`src/hdl/tsc_pkg.sv`:
```
package tsc_pkg;

	// Record timestamps sit on a one-minute grid.
	localparam int unsigned STEP_SECONDS = 60;

	localparam logic [31:0] ALL_ONES = 32'hFFFF_FFFF;

	// Register word index on the configuration port.
	localparam logic REG_MAX_GAP  = 1'b0;
	localparam logic REG_END_TIME = 1'b1;

	// Classification of one record, lowest code first.
	typedef enum logic [2:0] {
		ST_GOOD       = 3'd0,
		ST_GAP        = 3'd1,
		ST_MISALIGNED = 3'd2,
		ST_OUT_BOUNDS = 3'd3,
		ST_BACKWARDS  = 3'd4,
		ST_GAP_LARGE  = 3'd5,
		ST_BAD_STEP   = 3'd6
	} status_t;

	// Saturating add of two 32-bit values.
	function automatic logic [31:0] sat_add(input logic [31:0] a, input logic [31:0] b);
		logic [32:0] sum;
		begin
			sum = {1'b0, a} + {1'b0, b};
			sat_add = sum[32] ? ALL_ONES : sum[31:0];
		end
	endfunction

	// True when the value is a multiple of 60: low two bits clear and a
	// multiple of 15, found by folding hex digits (16 is 1 modulo 15).
	function automatic logic on_grid(input logic [31:0] v);
		logic [6:0] digit_sum;
		logic [4:0] fold;
		begin
			digit_sum = 7'd0;
			for (int i = 0; i < 8; i++) begin
				digit_sum = digit_sum + {3'd0, v[4*i +: 4]};
			end
			fold = {2'd0, digit_sum[6:4]} + {1'b0, digit_sum[3:0]};
			on_grid = (v[1:0] == 2'b00) && ((fold == 5'd0) || (fold == 5'd15));
		end
	endfunction

endpackage

```
`src/hdl/timestamp_sequence_checker_core.sv`:
```
// A stamp beat accepted into the input register is loaded into the result register once
// that register is free, and is presented from then on. Throughput: one stamp per cycle
// while the result side does not stall; the sequence state is updated in the same cycle
// that the result register loads, so each record sees the state left by the one before.
// Reset (arst_n low) clears all counters, the start and last times and both valid flags;
// max_gap resets to 0 and end_time to all ones.
module timestamp_sequence_checker_core (
	input  logic        clk,
	input  logic        arst_n,
	// Configuration port
	input  logic        psel,
	input  logic        penable,
	input  logic        pwrite,
	input  logic [2:0]  paddr,
	input  logic [31:0] pwdata,
	output logic [31:0] prdata,
	output logic        pready,
	// Stamp channel
	input  logic        stamp_valid,
	output logic        stamp_stall,
	input  logic [31:0] stamp,
	// Result channel
	output logic        result_valid,
	input  logic        result_stall,
	output logic [2:0]  status,
	output logic        keep,
	output logic [31:0] gap_length,
	output logic        end_before_start,
	output logic [31:0] record_count,
	output logic [31:0] error_count,
	output logic [31:0] gap_count,
	output logic [31:0] gap_span,
	output logic [31:0] longest_gap,
	output logic [31:0] start_stamp,
	output logic [31:0] last_stamp
);

	logic [31:0] max_gap_q;
	logic [31:0] end_time_q;

	logic [31:0] start_time_q;
	logic [31:0] prev_time_q;
	logic [31:0] records_q;
	logic [31:0] errors_q;
	logic [31:0] gaps_q;
	logic [31:0] gap_total_q;
	logic [31:0] gap_max_q;

	logic        valid_s1;
	logic [31:0] stamp_s1;

	logic              valid_s2;
	tsc_pkg::status_t  status_s2;
	logic              keep_s2;
	logic [31:0]       gap_len_s2;
	logic              ebs_s2;

	logic              advance;
	logic              load;
	logic              have_prev;
	logic [31:0]       diff;
	logic [31:0]       start_eff;
	logic              ebs;
	tsc_pkg::status_t  status_c;
	logic              keep_c;
	logic              take_stamp;
	logic              track_max;

	// Configuration writes; the byte offset within a word is ignored.
	assign pready = 1'b1;

	always_ff @(posedge clk or negedge arst_n) begin
		if (!arst_n) begin
			max_gap_q  <= 32'd0;
			end_time_q <= tsc_pkg::ALL_ONES;
		end else if (psel && penable && pwrite && pready) begin
			case (paddr[2])
				tsc_pkg::REG_MAX_GAP:  max_gap_q  <= pwdata;
				tsc_pkg::REG_END_TIME: end_time_q <= pwdata;
				default: ;
			endcase
		end
	end

	assign prdata = (paddr[2] == tsc_pkg::REG_END_TIME) ? end_time_q : max_gap_q;

	// Pipeline flow: the input register moves on whenever the result register is free.
	assign advance     = !valid_s2 || !result_stall;
	assign load        = valid_s1 && advance;
	assign stamp_stall = valid_s1 && !advance;

	always_ff @(posedge clk or negedge arst_n) begin
		if (!arst_n) begin
			valid_s1 <= 1'b0;
			valid_s2 <= 1'b0;
		end else begin
			if (!stamp_stall) begin
				valid_s1 <= stamp_valid;
			end
			if (advance) begin
				valid_s2 <= valid_s1;
			end
		end
	end

	always_ff @(posedge clk) begin
		if (stamp_valid && !stamp_stall) begin
			stamp_s1 <= stamp;
		end
	end

	// Classification of the record in the input register against the current state.
	assign have_prev = (prev_time_q != 32'd0);
	assign diff      = have_prev ? (stamp_s1 - prev_time_q) : 32'd0;
	assign start_eff = have_prev ? start_time_q : stamp_s1;
	assign ebs       = !have_prev && (stamp_s1 > end_time_q);

	always_comb begin
		status_c   = tsc_pkg::ST_GOOD;
		keep_c     = 1'b0;
		take_stamp = 1'b0;
		track_max  = 1'b0;
		if (!tsc_pkg::on_grid(stamp_s1)) begin
			status_c = tsc_pkg::ST_MISALIGNED;
		end else if ((stamp_s1 < start_eff) || (stamp_s1 > end_time_q)) begin
			status_c = tsc_pkg::ST_OUT_BOUNDS;
		end else if (have_prev && (stamp_s1 < prev_time_q)) begin
			status_c = tsc_pkg::ST_BACKWARDS;
		end else if (have_prev && (max_gap_q != 32'd0) && (diff > max_gap_q)) begin
			status_c  = tsc_pkg::ST_GAP_LARGE;
			track_max = 1'b1;
		end else if (have_prev && (diff > 32'(tsc_pkg::STEP_SECONDS))) begin
			status_c   = tsc_pkg::ST_GAP;
			track_max  = 1'b1;
			take_stamp = 1'b1;
			keep_c     = 1'b1;
		end else if (have_prev && (diff != 32'(tsc_pkg::STEP_SECONDS))) begin
			status_c   = tsc_pkg::ST_BAD_STEP;
			take_stamp = 1'b1;
		end else begin
			status_c   = tsc_pkg::ST_GOOD;
			take_stamp = 1'b1;
			keep_c     = 1'b1;
		end
	end

	// Sequence state, updated as each result is loaded.
	always_ff @(posedge clk or negedge arst_n) begin
		if (!arst_n) begin
			start_time_q <= 32'd0;
			prev_time_q  <= 32'd0;
			records_q    <= 32'd0;
			errors_q     <= 32'd0;
			gaps_q       <= 32'd0;
			gap_total_q  <= 32'd0;
			gap_max_q    <= 32'd0;
		end else if (load) begin
			records_q <= tsc_pkg::sat_add(records_q, 32'd1);
			if (!have_prev) begin
				start_time_q <= stamp_s1;
			end
			if (take_stamp) begin
				prev_time_q <= stamp_s1;
			end
			if (track_max && (diff > gap_max_q)) begin
				gap_max_q <= diff;
			end
			if (status_c == tsc_pkg::ST_GAP) begin
				gaps_q      <= tsc_pkg::sat_add(gaps_q, 32'd1);
				gap_total_q <= tsc_pkg::sat_add(gap_total_q, diff);
			end
			if (!((status_c == tsc_pkg::ST_GOOD) || (status_c == tsc_pkg::ST_GAP))) begin
				errors_q <= tsc_pkg::sat_add(errors_q, 32'd1);
			end
		end
	end

	// Result register for the per-record fields.
	always_ff @(posedge clk) begin
		if (load) begin
			status_s2  <= status_c;
			keep_s2    <= keep_c;
			gap_len_s2 <= diff;
			ebs_s2     <= ebs;
		end
	end

	// The running totals are the state itself: it only changes when a new result loads.
	assign result_valid     = valid_s2;
	assign status           = status_s2;
	assign keep             = keep_s2;
	assign gap_length       = gap_len_s2;
	assign end_before_start = ebs_s2;
	assign record_count     = records_q;
	assign error_count      = errors_q;
	assign gap_count        = gaps_q;
	assign gap_span         = gap_total_q;
	assign longest_gap      = gap_max_q;
	assign start_stamp      = start_time_q;
	assign last_stamp       = prev_time_q;

	// The totals of a stalled result beat must not move under it.
	assert property (@(posedge clk) disable iff (!arst_n)
		(result_valid && result_stall) |=> ($stable(error_count) && $stable(last_stamp)))
		else $error("sequence state changed while a result beat was stalled");

	// The last accepted time moves only when a record is loaded.
	assert property (@(posedge clk) disable iff (!arst_n)
		!load |=> $stable(last_stamp))
		else $error("last_stamp changed without a record");

	// The record counter never goes backwards.
	assert property (@(posedge clk) disable iff (!arst_n)
		1'b1 |=> (record_count >= $past(record_count)))
		else $error("record_count decreased");

	// Only good and gap records are kept.
	assert property (@(posedge clk) disable iff (!arst_n)
		result_valid |-> (keep == ((status == tsc_pkg::ST_GOOD) || (status == tsc_pkg::ST_GAP))))
		else $error("keep disagrees with status");

	// An ordinary gap is always longer than one step.
	assert property (@(posedge clk) disable iff (!arst_n)
		(result_valid && (status == tsc_pkg::ST_GAP))
			|-> (gap_length > 32'(tsc_pkg::STEP_SECONDS)))
		else $error("gap status with a short gap");

endmodule

```
`config.mk`:
```
export PLATFORM = sky130hd
export DESIGN_NAME = timestamp_sequence_checker_core
export DESIGN_NICKNAME = d
export VERILOG_FILES = /design/src/hdl/tsc_pkg.sv /design/src/hdl/timestamp_sequence_checker_core.sv
export SDC_FILE = /design/constraint.sdc
export NUM_CORES = 1
export LEC_CHECK = 0
export BUFFER_PORTS_ARGS = -buffer_cell sky130_fd_sc_hd__buf_2
export CAP_MARGIN = 10
export CORE_MARGIN = 10
export CORE_UTILIZATION = 50
export DETAILED_ROUTE_END_ITERATION = 8
export PLACE_DENSITY_LB_ADDON = 0.2
export SETUP_SLACK_MARGIN = 0.2
export SLEW_MARGIN = 5
export SYNTH_ARGS = -nofsm -noshare
export SYNTH_HDL_FRONTEND = slang
export SYNTH_SLANG_ARGS = --single-unit
export TNS_END_PERCENT = 100
```
`constraint.sdc`:
```
create_clock -name clk -period 9.3 [get_ports clk]
set_input_delay 1.86 -clock clk [delete_from_list [all_inputs] [get_ports clk]]
set_output_delay 1.86 -clock clk [all_outputs]
set_load 0.005 [all_outputs]
```
==> results.sh <==
export IMPL_ys_types=82
export IMPL_layout_cells_non_filler=3334
export IMPL_syn_area_um2=22800
export IMPL_relSlewSlack_pct=22.7
export IMPL_routed_wl_mm=70.7
export IMPL_die_area_um2=54400
export IMPL_yosysWarnings=0
export IMPL_holdBufCountCts=0
export IMPL_yosys_area_top_type_share_pct=28.4
export IMPL_cts_setup_buffers=0
export IMPL_grt_pass1_vias=19200
export IMPL_start_kind="flip-flop"
export IMPL_dpl_hpwl_mm=54.5
export IMPL_clk_pin_slew_ps=60
export IMPL_drt_iter0_drc=1257
export IMPL_crit_path_max_fanout=20
export IMPL_rows=78
export IMPL_clk_latency_ps=580
export IMPL_place_gp_congestion=0.918
export IMPL_drive_gt1_share_pct=22.8
export IMPL_rsz0062_at_grt="no"
export IMPL_netlist_top_cells_count="dfrtp_1 (258), inv_1 (213), nand2_1 (205)"
export IMPL_post_synth_cell_area_avg_um2=9.73
export IMPL_synth_top_cell_by_area="dfrtp_1"
export IMPL_synth_main_ff_cell="dfrtp_1"
export IMPL_hold_viol_final=0
export IMPL_period_minus_slack_ps=8390
export IMPL_cts_max_level=2
export IMPL_finalCritPeriodShare_pct=90.2
export IMPL_core_um2=45200
export IMPL_vias=19400
export IMPL_grt_max_degree=111
export IMPL_post_route_drc_count=0
export IMPL_dpl_cell_count=3247
export IMPL_die_width_um=233
export IMPL_top_level_ports=370
export IMPL_hold_path_class="reg -> reg"
export IMPL_final_antenna_net_count=0
export IMPL_synth_seq_cells=359
export IMPL_endpoint_kind="flip-flop"
export IMPL_num_nets_final=2995
export IMPL_worstMarginPinSlew_ps=1160
export IMPL_ctsResizeCount=0
export IMPL_yosysMostFrequentCell="dfrtp_1"
export IMPL_max_freq_mhz=119
export IMPL_arrival_ps=8870
export IMPL_postSynth_asyncResetShare_pct=80.8
export IMPL_final_setup_viol_count=0
export IMPL_ir_drop_v=0.000168
export IMPL_start_util_pct=50.4
export IMPL_routedWlPerCell_um=21.2
export IMPL_slew_viol_final=0
export IMPL_clock_sinks=359
export IMPL_p_leak_nw=13.4
export IMPL_worst_endpoint_required_ps=9770
export IMPL_cts_buffers=42
export IMPL_synthCells=2339
export IMPL_clk_path_buf_depth=3
export IMPL_dr_pass1_iters=6
export IMPL_grtUsageTotal_pct=25.5
export IMPL_synth_edf_count=69
export IMPL_grt_pass1_wl_mm=109
export IMPL_cts_tree="done"
export IMPL_synth_area_leaders="dfrtp_1 (28%), ha_1 (11%), edfxtp_1 (9.1%), mux2_2 (5.3%), a21oi_1 (3.7%)"
export IMPL_max_cap_violations=0
export IMPL_grt_overflow=0
export IMPL_vias_per_cell=5.81
export IMPL_seq_area_frac_synth_pct=41.2
export IMPL_io_buffer_count=366
export IMPL_synth_nets=2643
export IMPL_cts_root_buf="clkbuf_16"
export IMPL_crit_type="reg -> reg"
export IMPL_fp_dieH_um=233
export IMPL_area_growth_synth_to_final_pct=16.6
export IMPL_setup_tns_ps=0
export IMPL_finalClockSkew_ps=20.0
export IMPL_outcome="completed"
export IMPL_final_util_pct=58.7
export IMPL_antenna_found_initial=13
export IMPL_power_density_nw_per_um2=173
## final cells by class
| class | count | area [um2] |
|---|---|---|
| well taps | 600 | 751 |
| flip-flops and latches | 359 | 9370 |
| repair buffers | 386 | 1990 |
| inverters | 213 | 800 |
| diodes | 9 | 22.5 |
| multi-input cells | 1689 | 12300 |
| clock inverters | 21 | 173 |
| clock buffers | 57 | 1160 |
| fillers | 3984 | 18600 |
## registers in the layout (all words and copies together), names as in the netlist
signal	count
result_valid	1
end_before_start	1
last_stamp	32
status	3
gap_span	32
stamp_s1	32
gap_count	32
record_count	32
gap_length	32
max_gap_q	32
keep	1
valid_s1	1
end_time_q	32
start_stamp	32
error_count	32
longest_gap	32
## layer usage
metal	track usage, %	part of all wire [%]	vias to the layer above
met1	31.2	40	9538
met3	6.19	7.3	143
met4	9.78	3.5	10
met2	42.7	49	590
li1	-	-	9083
met5	0	0.074	-
## metrics by stage
| step | setup WS (ps) | power (mW) | instance area [um2] | hold WS [ps] |
|---|---|---|---|---|
| floorplan | 2450 | 2.58 | 22800 | 457 |
| global placement | 913 | 2.90 | 25200 | 468 |
| detailed placement | 637 | 2.98 | 25200 | 479 |
| CTS | 641 | 4.61 | 26500 | 491 |
| global route | 333 | 4.84 | 26500 | 532 |
| finish | 908 | 4.58 | 26500 | 485 |
## final timing paths
path                       depth (start not counted)                     endpoint  slack (ps)                   from
setup / recovery                                  24    gap_count[18]$_DFFE_PN0P_         910  stamp_s1[3]$_DFFE_PP_
hold / removal                                     1     result_valid$_DFFE_PN0N_         480   valid_s1$_DFFE_PN0N_
setup reg to reg                                  24    gap_count[18]$_DFFE_PN0P_         910  stamp_s1[3]$_DFFE_PP_
hold reg to reg                                    1     result_valid$_DFFE_PN0N_         480   valid_s1$_DFFE_PN0N_
max in group asynchronous                          2  start_stamp[12]$_DFFE_PN0P_        6360                 arst_n
min in group asynchronous                          1     gap_span[25]$_DFFE_PN0P_        1360                 arst_n
## layout by cell type, fill, tap and decap left out, drive strengths merged, types with 66 or more instances in the layout
cell type / Yosys / layout
buf: 30 / 386
ha: 204 / 204
mux2: 139 / 139
nor2: 142 / 142
a21o: 66 / 66
inv: 213 / 215
o21ai: 134 / 134
edfxtp: 69 / 69
dfrtp: 258 / 258
a21oi: 171 / 171
nand2: 205 / 205
nand3: 90 / 90
## worst max-delay path: stages (launching register included)
cell	delay, ps
edfxtp_1	520
inv_1	130
fa_1	550
inv_1	60
fa_1	500
fa_1	540
inv_1	60
fa_1	530
inv_1	70
ha_1	280
a21o_1	170
a21oi_1	190
xnor2_1	220
ha_1	300
a21o_1	180
a21oi_1	180
xnor2_1	110
or4_1	470
a2111oi_0	830
nor4b_4	610
nand3_4	250
a211oi_1	260
buf_4	230
nand4_1	720
o21ai_1	330
## cells by family (layout without fill, tap and decap cells)
family | count (synthesis) | after routing | share of synthesized area, %
simple gates | 700 | 700 | 15.3
compound gates | 528 | 528 | 14.5
flops | 359 | 359 | 41.2
buf+inv | 291 | 677 | 5.05
fa+ha+maj | 230 | 230 | 13.5
mux | 150 | 150 | 7.36
xor+xnor | 80 | 80 | 3.08
other cells | 1 | 10 | 0.0165
## report_power, final
group | leakage [nW] | switching [mW] | internal (mW)
clock | 0.644 | 0.683 | 0.931
sequential | 4.31 | 0.119 | 1.75
combinational | 8.47 | 0.627 | 0.475
total | 13.4 | 1.43 | 3.15
Note: power is estimated with default switching activity, not from simulation.
